$ cat config.mk
export PLATFORM = sky130hd
export DESIGN_NAME = sorted_cue_timeline_table_unit
export DESIGN_NICKNAME = d
export VERILOG_FILES = /design/src/rtl/sctt_pkg.sv /design/src/rtl/sctt_ram.sv /design/src/rtl/sorted_cue_timeline_table_unit.sv
export SDC_FILE = /design/constraint.sdc
export NUM_CORES = 2
export LEC_CHECK = 0
export ABC_AREA = 1
export BUFFER_PORTS_ARGS = -buffer_cell sky130_fd_sc_hd__clkbuf_2
export CELL_PAD_IN_SITES_DETAIL_PLACEMENT = 1
export CELL_PAD_IN_SITES_GLOBAL_PLACEMENT = 1
export CORE_MARGIN = 2
export CORE_UTILIZATION = 25
export CTS_CLUSTER_DIAMETER = 200
export DETAILED_ROUTE_END_ITERATION = 12
export PLACE_DENSITY = 0.51
export SETUP_SLACK_MARGIN = 0.15
export SLEW_MARGIN = 10
export SYNTH_ARGS = -nofsm -noshare
export SYNTH_HDL_FRONTEND = slang
export SYNTH_SLANG_ARGS = --single-unit
$ cat constraint.sdc
create_clock -name clk_i -period 8.35 [get_ports clk_i]
set_input_delay 1.2525 -clock clk_i [delete_from_list [all_inputs] [get_ports clk_i]]
set_output_delay 1.2525 -clock clk_i [all_outputs]
set_load 0.005 [all_outputs]
$ cat src/rtl/sctt_pkg.sv
// sctt_pkg: shared types and codes for the sorted cue timeline table.
// No dependencies; used by sorted_cue_timeline_table_unit and test/tb.sv.

package sctt_pkg;

  localparam int unsigned TableDepthDef = 64;
  localparam int unsigned CueW          = 16;
  localparam int unsigned LevelW        = 16;
  localparam int unsigned EntryW        = CueW + LevelW;

  typedef enum logic [2:0] {
    OP_INSERT  = 3'd0,
    OP_REMOVE  = 3'd1,
    OP_QUERY   = 3'd2,
    OP_SET_CUR = 3'd3,
    OP_ADVANCE = 3'd4,
    OP_RETREAT = 3'd5
  } op_e;

  typedef enum logic [1:0] {
    ST_DONE = 2'd0,
    ST_FULL = 2'd1,
    ST_MISS = 2'd2
  } status_e;

  typedef struct packed {
    logic [2:0]        op;
    logic [CueW-1:0]   cue;
    logic [LevelW-1:0] level;
  } in_word_t;

  typedef struct packed {
    logic [1:0]        status;
    logic [LevelW-1:0] level_at_cue;
    logic              move_present;
    logic              next_found;
    logic [CueW-1:0]   next_cue;
    logic [LevelW-1:0] next_level;
    logic              before_found;
    logic [CueW-1:0]   before_cue;
    logic [LevelW-1:0] before_level;
    logic              cursor_valid;
    logic [LevelW-1:0] cursor_level;
  } out_word_t;

endpackage

$ cat src/rtl/sctt_ram.sv
// sctt_ram: one write port, one read port, registered read data.
// Depends on nothing; instantiated by sorted_cue_timeline_table_unit.

module sctt_ram #(
  parameter int unsigned Depth = 64,
  parameter int unsigned Aw    = 6,
  parameter int unsigned Dw    = 32
) (
  input  logic          clk_i,
  input  logic          we_i,
  input  logic [Aw-1:0] waddr_i,
  input  logic [Dw-1:0] wdata_i,
  input  logic [Aw-1:0] raddr_i,
  output logic [Dw-1:0] rdata_o
);

  logic [Dw-1:0] mem_q [Depth];

  always_ff @(posedge clk_i) begin
    if (we_i) begin
      mem_q[waddr_i] <= wdata_i;
    end
    rdata_o <= mem_q[raddr_i];
  end

endmodule

$ cat src/rtl/sorted_cue_timeline_table_unit.sv
// sorted_cue_timeline_table_unit: top level, sequencer around the entry RAM.
// Depends on sctt_pkg and sctt_ram.
//
//   channel | direction | handshake          | word
//   --------+-----------+--------------------+------------------------
//   in      | input     | in_valid / stall   | sctt_pkg::in_word_t
//   out     | output    | out_valid / stall  | sctt_pkg::out_word_t
//   cfg     | input     | cfg_valid / ready  | home_level, 16 bit
//
// One word at a time, in steps: scan, decide, shift, new-entry write, cursor
// read, output load. The slowest word is an insert at the front of the table.
// Reset clears count, cursor and home level; RAM contents are never cleared.
// A result waits in the output register under out stall; the next word is
// taken meanwhile, and the sequencer only holds at its last step.

module sorted_cue_timeline_table_unit #(
  parameter int unsigned TableDepth = sctt_pkg::TableDepthDef
) (
  input  logic                           clk_i,
  input  logic                           rst_ni,
  input  logic                           in_valid_i,
  output logic                           in_stall_o,
  input  sctt_pkg::in_word_t             in_word_i,
  output logic                           out_valid_o,
  input  logic                           out_stall_i,
  output sctt_pkg::out_word_t            out_word_o,
  input  logic                           cfg_valid_i,
  output logic                           cfg_ready_o,
  input  logic [sctt_pkg::LevelW-1:0]    cfg_data_i
);

  localparam int unsigned Aw = $clog2(TableDepth);
  localparam int unsigned Cw = $clog2(TableDepth + 1);
  localparam int unsigned Ew = sctt_pkg::EntryW;
  localparam int unsigned Lw = sctt_pkg::LevelW;
  localparam int unsigned Qw = sctt_pkg::CueW;

  localparam logic [2:0] S_IDLE   = 3'd0;
  localparam logic [2:0] S_SCAN   = 3'd1;
  localparam logic [2:0] S_DECIDE = 3'd2;
  localparam logic [2:0] S_SHIFT  = 3'd3;
  localparam logic [2:0] S_WRNEW  = 3'd4;
  localparam logic [2:0] S_CREAD  = 3'd5;
  localparam logic [2:0] S_CWAIT  = 3'd6;
  localparam logic [2:0] S_FIN    = 3'd7;

  logic [2:0]    state_q;
  logic [2:0]    op_q;
  logic [Qw-1:0] cue_q;
  logic [Lw-1:0] lvl_q;
  logic [Lw-1:0] home_q;
  logic [Cw-1:0] cnt_q;
  logic [Aw-1:0] cidx_q;
  logic          cset_q;
  // scan
  logic [Cw-1:0] scan_q;
  logic          pend_q;
  logic [Aw-1:0] pidx_q;
  logic [Cw-1:0] le_q, lt_q;
  logic [Lw-1:0] floor_lvl_q;
  logic          nf_q;
  logic [Ew-1:0] nxt_q, bef_q;
  logic [Qw-1:0] cue0_q;
  // shift
  logic [Aw-1:0] src_q, psrc_q, pos_q;
  logic [Cw-1:0] rem_q;
  // result
  sctt_pkg::out_word_t res_q;
  sctt_pkg::out_word_t out_q;
  logic                out_valid_q;

  logic          accept;
  logic          ram_we;
  logic [Aw-1:0] ram_waddr, ram_raddr;
  logic [Ew-1:0] ram_wdata, ram_rdata;
  logic [Qw-1:0] rd_cue;
  logic [Cw-1:0] ins_pos;
  logic          out_free;

  assign accept      = in_valid_i && (state_q == S_IDLE);
  assign in_stall_o  = (state_q != S_IDLE);
  assign cfg_ready_o = (state_q == S_IDLE);
  assign out_valid_o = out_valid_q;
  assign out_word_o  = out_q;
  assign out_free    = !out_valid_q || !out_stall_i;
  assign rd_cue      = ram_rdata[Ew-1 -: Qw];

  // equal to the first cue with nothing smaller: lands after the first entry
  assign ins_pos = (lt_q == '0 && cnt_q != '0 && cue_q == cue0_q) ? Cw'(1) : lt_q;

  always_comb begin
    ram_raddr = scan_q[Aw-1:0];
    ram_we    = 1'b0;
    ram_waddr = pos_q;
    ram_wdata = {cue_q, lvl_q};
    unique case (state_q)
      S_SHIFT: begin
        ram_raddr = src_q;
        ram_we    = pend_q;
        ram_waddr = (op_q == sctt_pkg::OP_INSERT) ? psrc_q + Aw'(1) : psrc_q - Aw'(1);
        ram_wdata = ram_rdata;
      end
      S_WRNEW: begin
        ram_we = 1'b1;
      end
      S_CREAD: ram_raddr = cidx_q;
      default: ram_raddr = scan_q[Aw-1:0];
    endcase
  end

  sctt_ram #(
    .Depth(TableDepth),
    .Aw   (Aw),
    .Dw   (Ew)
  ) u_ram (
    .clk_i  (clk_i),
    .we_i   (ram_we),
    .waddr_i(ram_waddr),
    .wdata_i(ram_wdata),
    .raddr_i(ram_raddr),
    .rdata_o(ram_rdata)
  );

  always_ff @(posedge clk_i or negedge rst_ni) begin
    if (!rst_ni) begin
      state_q     <= S_IDLE;
      cnt_q       <= '0;
      cidx_q      <= '0;
      cset_q      <= 1'b0;
      home_q      <= '0;
      out_valid_q <= 1'b0;
      pend_q      <= 1'b0;
    end else begin
      if (cfg_valid_i && cfg_ready_o) begin
        home_q <= cfg_data_i;
      end
      // the final step reloads the output register itself
      if (out_valid_q && !out_stall_i && state_q != S_FIN) begin
        out_valid_q <= 1'b0;
      end

      unique case (state_q)
        S_IDLE: begin
          if (accept) begin
            op_q   <= in_word_i.op;
            cue_q  <= in_word_i.cue;
            lvl_q  <= in_word_i.level;
            scan_q <= '0;
            pend_q <= 1'b0;
            le_q   <= '0;
            lt_q   <= '0;
            nf_q   <= 1'b0;
            if (in_word_i.op == sctt_pkg::OP_INSERT && cnt_q == Cw'(TableDepth)) begin
              res_q   <= '{status: sctt_pkg::ST_FULL, default: '0};
              state_q <= S_CREAD;
            end else begin
              res_q <= '0;
              if (in_word_i.op == sctt_pkg::OP_INSERT ||
                  in_word_i.op == sctt_pkg::OP_REMOVE ||
                  in_word_i.op == sctt_pkg::OP_QUERY  ||
                  in_word_i.op == sctt_pkg::OP_SET_CUR) begin
                state_q <= S_SCAN;
              end else begin
                state_q <= S_DECIDE;
              end
            end
          end
        end

        S_SCAN: begin
          // issue one read per cycle, consume the previous one
          if (scan_q < cnt_q) begin
            scan_q <= scan_q + Cw'(1);
            pend_q <= 1'b1;
            pidx_q <= scan_q[Aw-1:0];
          end else begin
            pend_q <= 1'b0;
            if (!pend_q) begin
              state_q <= S_DECIDE;
            end
          end
          if (pend_q) begin
            if (pidx_q == '0) begin
              cue0_q <= rd_cue;
            end
            if (rd_cue <= cue_q) begin
              le_q        <= le_q + Cw'(1);
              floor_lvl_q <= ram_rdata[Lw-1:0];
            end else if (!nf_q) begin
              nf_q  <= 1'b1;
              nxt_q <= ram_rdata;
            end
            if (rd_cue < cue_q) begin
              lt_q  <= lt_q + Cw'(1);
              bef_q <= ram_rdata;
            end
          end
        end

        S_DECIDE: begin
          pend_q <= 1'b0;
          priority case (op_q)
            sctt_pkg::OP_INSERT: begin
              pos_q   <= ins_pos[Aw-1:0];
              src_q   <= Aw'(cnt_q - Cw'(1));
              rem_q   <= cnt_q - ins_pos;
              cnt_q   <= cnt_q + Cw'(1);
              if (cset_q && ins_pos <= Cw'(cidx_q)) begin
                cidx_q <= cidx_q + Aw'(1);
              end
              state_q <= S_SHIFT;
            end
            sctt_pkg::OP_REMOVE: begin
              if (le_q == lt_q) begin
                res_q.status <= sctt_pkg::ST_MISS;
                state_q      <= S_CREAD;
              end else begin
                src_q   <= Aw'(lt_q + Cw'(1));
                rem_q   <= cnt_q - lt_q - Cw'(1);
                cnt_q   <= cnt_q - Cw'(1);
                if (cset_q) begin
                  if (Cw'(cidx_q) == lt_q) begin
                    cset_q <= 1'b0;
                    cidx_q <= '0;
                  end else if (Cw'(cidx_q) > lt_q) begin
                    cidx_q <= cidx_q - Aw'(1);
                  end
                end
                state_q <= S_SHIFT;
              end
            end
            sctt_pkg::OP_QUERY: begin
              res_q.level_at_cue <= (le_q != '0) ? floor_lvl_q : home_q;
              res_q.move_present <= (le_q != lt_q);
              if (le_q != '0 && nf_q) begin
                res_q.next_found <= 1'b1;
                res_q.next_cue   <= nxt_q[Ew-1 -: Qw];
                res_q.next_level <= nxt_q[Lw-1:0];
              end
              if (lt_q != '0) begin
                res_q.before_found <= 1'b1;
                res_q.before_cue   <= bef_q[Ew-1 -: Qw];
                res_q.before_level <= bef_q[Lw-1:0];
              end
              state_q <= S_CREAD;
            end
            sctt_pkg::OP_SET_CUR: begin
              cset_q  <= (le_q != '0);
              cidx_q  <= (le_q != '0) ? Aw'(le_q - Cw'(1)) : '0;
              state_q <= S_CREAD;
            end
            sctt_pkg::OP_ADVANCE: begin
              if (cset_q && (Cw'(cidx_q) + Cw'(1)) < cnt_q) begin
                cidx_q <= cidx_q + Aw'(1);
              end
              state_q <= S_CREAD;
            end
            sctt_pkg::OP_RETREAT: begin
              if (cset_q && cidx_q != '0) begin
                cidx_q <= cidx_q - Aw'(1);
              end
              state_q <= S_CREAD;
            end
            default: state_q <= S_CREAD;
          endcase
        end

        S_SHIFT: begin
          // read src this cycle, write its neighbor next cycle
          if (rem_q != '0) begin
            rem_q  <= rem_q - Cw'(1);
            pend_q <= 1'b1;
            psrc_q <= src_q;
            src_q  <= (op_q == sctt_pkg::OP_INSERT) ? src_q - Aw'(1) : src_q + Aw'(1);
          end else begin
            pend_q <= 1'b0;
            if (!pend_q) begin
              state_q <= (op_q == sctt_pkg::OP_INSERT) ? S_WRNEW : S_CREAD;
            end
          end
        end

        S_WRNEW: state_q <= S_CREAD;

        S_CREAD: begin
          if (cset_q && Cw'(cidx_q) < cnt_q) begin
            state_q <= S_CWAIT;
          end else begin
            res_q.cursor_valid <= 1'b0;
            res_q.cursor_level <= '0;
            state_q            <= S_FIN;
          end
        end

        S_CWAIT: begin
          res_q.cursor_valid <= 1'b1;
          res_q.cursor_level <= ram_rdata[Lw-1:0];
          state_q            <= S_FIN;
        end

        S_FIN: begin
          if (out_free) begin
            out_q       <= res_q;
            out_valid_q <= 1'b1;
            state_q     <= S_IDLE;
          end
        end

        default: state_q <= S_IDLE;
      endcase
    end
  end

  // count never exceeds the table
  assert property (@(posedge clk_i) disable iff (!rst_ni) cnt_q <= Cw'(TableDepth))
    else $error("entry count overflow");

  // an idle cursor always names a live entry
  assert property (@(posedge clk_i) disable iff (!rst_ni)
    (state_q == S_IDLE && cset_q) |-> (Cw'(cidx_q) < cnt_q))
    else $error("cursor beyond table");

  // RAM is written only while shifting or placing a new entry
  assert property (@(posedge clk_i) disable iff (!rst_ni)
    ram_we |-> (state_q == S_SHIFT || state_q == S_WRNEW))
    else $error("stray RAM write");

endmodule

==> results.toml <==
[cts]
path_clk_slew_ns = 0.06
clock_sinks = 2503
ctsHoldBuffers = 0
cts.htree.levels = 5
postCtsSetupBuffers = 0
cts_tree = "yes"
clk_latency_ns = 0.92
cts_resized = 0
cts_buffer_depth = 4
cts_made_buffers = 287
root_buffer = "clkbuf_16"

[global_routing]
grt_pass1_vias = 75758
antenna_found_initial = 33
overflow = 0
grt_first_pass_wirelength_mm = 558
grt_use_total_pct = 17.3
grt_max_degree = 151

[floorplan]
row_count = 241
coreArea_sq_um = 432000
start_util_pct = 25.1
die_w_um = 663
fp.dieH_um = 663
io_pins = 161
fp.dieArea_sq_um = 439000

[worst_setup_path]
critPathLaunchType = "register"
cp.required_ns = 8.94
end_kind = "register"
critical_path_class = "register to register"
cp.arrival_ns = 6.45
crit_fanout = 19

[timing]
maxSlewViolCount = 0
slew_headroom_pct = 7.73
fmax_mhz = 171
rsz0062_at_grt = "false"
clock_skew_ns = 0.0477
timing.final.crit_share_pct = 70.2
setup_viol = 0
finalCriticalPeriod_ns = 5.86
worstMarginPinSlew_ns = 1.38
final-hold-violation-count = 0
totalNegativeSetupSlack_ns = 0

[drt]
drt_first_iter_violations = 6489
ant_nets = 0
dr_total_vias = 74137
first_pass_iters = 8
wl_per_cell_um = 24.0
vias_per_cell = 4.59
drc = 0
wl_mm = 388

[layout]
multiInputGateArea_sq_um = 24900
fillers = 47890
regArea_sq_um = 74700
final_cell_area_sq_um = 126000
syn_to_final_growth_pct = 16.0
fin_nets = 10343
drive_above_1_share_pct = 8.46

[power_and_ir_drop]
peakVddDrop_uv = 298
power_w = 0.0465
comb_power_share_pct = 38.9
clock_power_share_pct = 26.5
leakage_nw = 50.5
powerDensity_nw_per_um2 = 370
pwr-share-seq_pct = 34.7
p_sw_w = 0.0200
p_int_w = 0.0265
switching_share_pct = 43.0

[placed_design]
place_hpwl_mm = 221
placed_cell_area_sq_um = 117000
io_buffers = 160
place_congestion = 0.804

[run_status]
outcome = "finished, final reports clean"

[synth]
synth_top_family_by_area = "simple AND/OR/NAND/NOR gates"
synthCells = 10089
synthXorXnorAreaFrac_pct = 0.468
synthArstFlopShare_pct = 1.40
synthTopCellsByCount = "2,436 x edfxtp_1, 2,171 x nand3_1, 2,097 x nand2_1"
yosysMostFrequentCell = "edfxtp_1"
synth-adder-area-share_pct = 0.974
syn_area_sq_um = 108000
synth_top_area_share_pct = 67.4
synth_compound_area_share_pct = 1.06
synth_seq_cells = 2503
ys_seq_area_share_pct = 68.8
synthSimpleGateAreaFrac_pct = 19.4
yosys_warnings = 0
ys_types = 47
syn_avg_cell_area_sq_um = 10.7
synth_flop_cell = "edfxtp_1"
synth_fp_nets = 10227
synth_area_leaders = "edfxtp_1 67%, nand3_1 10%, nand2_1 7.3%"
muxShareOfSynthArea_pct = 0.166
synth_top_cell_by_area = "edfxtp_1"
synth_edf_count = 2436

[flow_run]
maxCapViolations = 0

[min_path]
hold_class = "register to register"
-- flip-flops by register name, indices dropped and copies added, names as in the netlist, 7 cells and up --
register	flops
lvl_q	16
le_q	7
cue0_q	16
scan_q	7
u_ram.mem_q	2048
rem_q	7
cnt_q	7
nxt_q	32
lt_q	7
out_word_o	102
u_ram.rdata_o	32
cue_q	16
floor_lvl_q	16
home_q	16
res_q	102
bef_q	32
-- area by class of cell --
| type | count | area share (%) |
|---|---|---|
| tap | 5710 | 5.68 |
| antenna | 11 | 0.0219 |
| clock buffer | 378 | 6.11 |
| clock inverter | 142 | 0.992 |
| multi-input combinational | 5066 | 19.8 |
| sequential | 2503 | 59.4 |
| inverter | 1999 | 5.98 |
| timing repair buffer | 348 | 2.06 |
-- placed cells by master (no fill, tap or decap), types with 70 or more instances in the layout --
cell,instances
o21ai_0,70
nand3_1,2170
buf_4,158
clkbuf_16,292
clkbuf_2,160
edfxtp_1,2436
inv_1,1991
nand2_1,2096
nand3b_1,125
nor2_1,173
ha_1,78
nor2_4,71
clkbuf_1,80
-- power by group through the flow --
stage,clock network (W),logic [W],registers [W]
finish,0.0123,0.0181,0.0161
detailed placement,0,0.0183,0.0164
CTS,0.0126,0.0183,0.0161
global placement,0,0.0180,0.0164
floorplan,0,0.00988,0.0161
global route,0.0130,0.0195,0.0162
-- cells by family (layout without fill, tap and decap cells) --
logic type	count (synthesis)	after routing
simple gates	4698	4698
buf+inv	2520	2867
flops	2503	2503
compound gates	212	212
fa+ha+maj	82	82
xor+xnor	58	58
mux	16	16
other cells	0	11
-- routing by layer --
layer,vias to the layer above,wire length [um],global-route usage (%)
met2,1872,180000,28.2
li1,33576,-,-
met1,38191,178000,23.9
met4,16,10900,4.95
met5,-,102,0
met3,482,19300,2.15
-- stage by stage --
step | instances | util (%) | hold slack (ns) | setup slack (ns)
global route | 16147 | 29.1 | 0.418 | 2.36
finish | 16157 | 29.1 | 0.412 | 2.49
CTS | 16146 | 29.1 | 0.414 | 2.70
global placement | 15626 | 27.1 | 0.404 | 2.63
detailed placement | 15626 | 27.1 | 0.406 | 2.66
floorplan | 10089 | - | 0.400 | 2.16
-- critical path: stages (launching register included) --
cell and delay, ns:
edfxtp_1 0.44, inv_1 0.20, nand3_1 0.47, ha_1 0.55, a21oi_1 0.26, nand2_1 0.12, nand2_1 0.10, nand2_1 0.06
o21ai_0 0.87, nand3_1 1.12, nor2_4 0.89, buf_4 0.42
-- final timing paths --
path                            from                   to  slack [ns]  depth (start not counted)
setup / recovery             op_q[1]  u_ram.mem_q[28][10]        2.49                         11
hold / removal             res_q[34]       out_word_o[34]        0.41                          0
hold reg to reg            res_q[34]       out_word_o[34]        0.41                          0
setup reg to reg             op_q[1]  u_ram.mem_q[28][10]        2.49                         11
min in group asynchronous     rst_ni            home_q[9]        0.47                          2
max in group asynchronous     rst_ni            cidx_q[0]        7.40                          2
No activity file was read; power rests on OpenSTA's default activity.
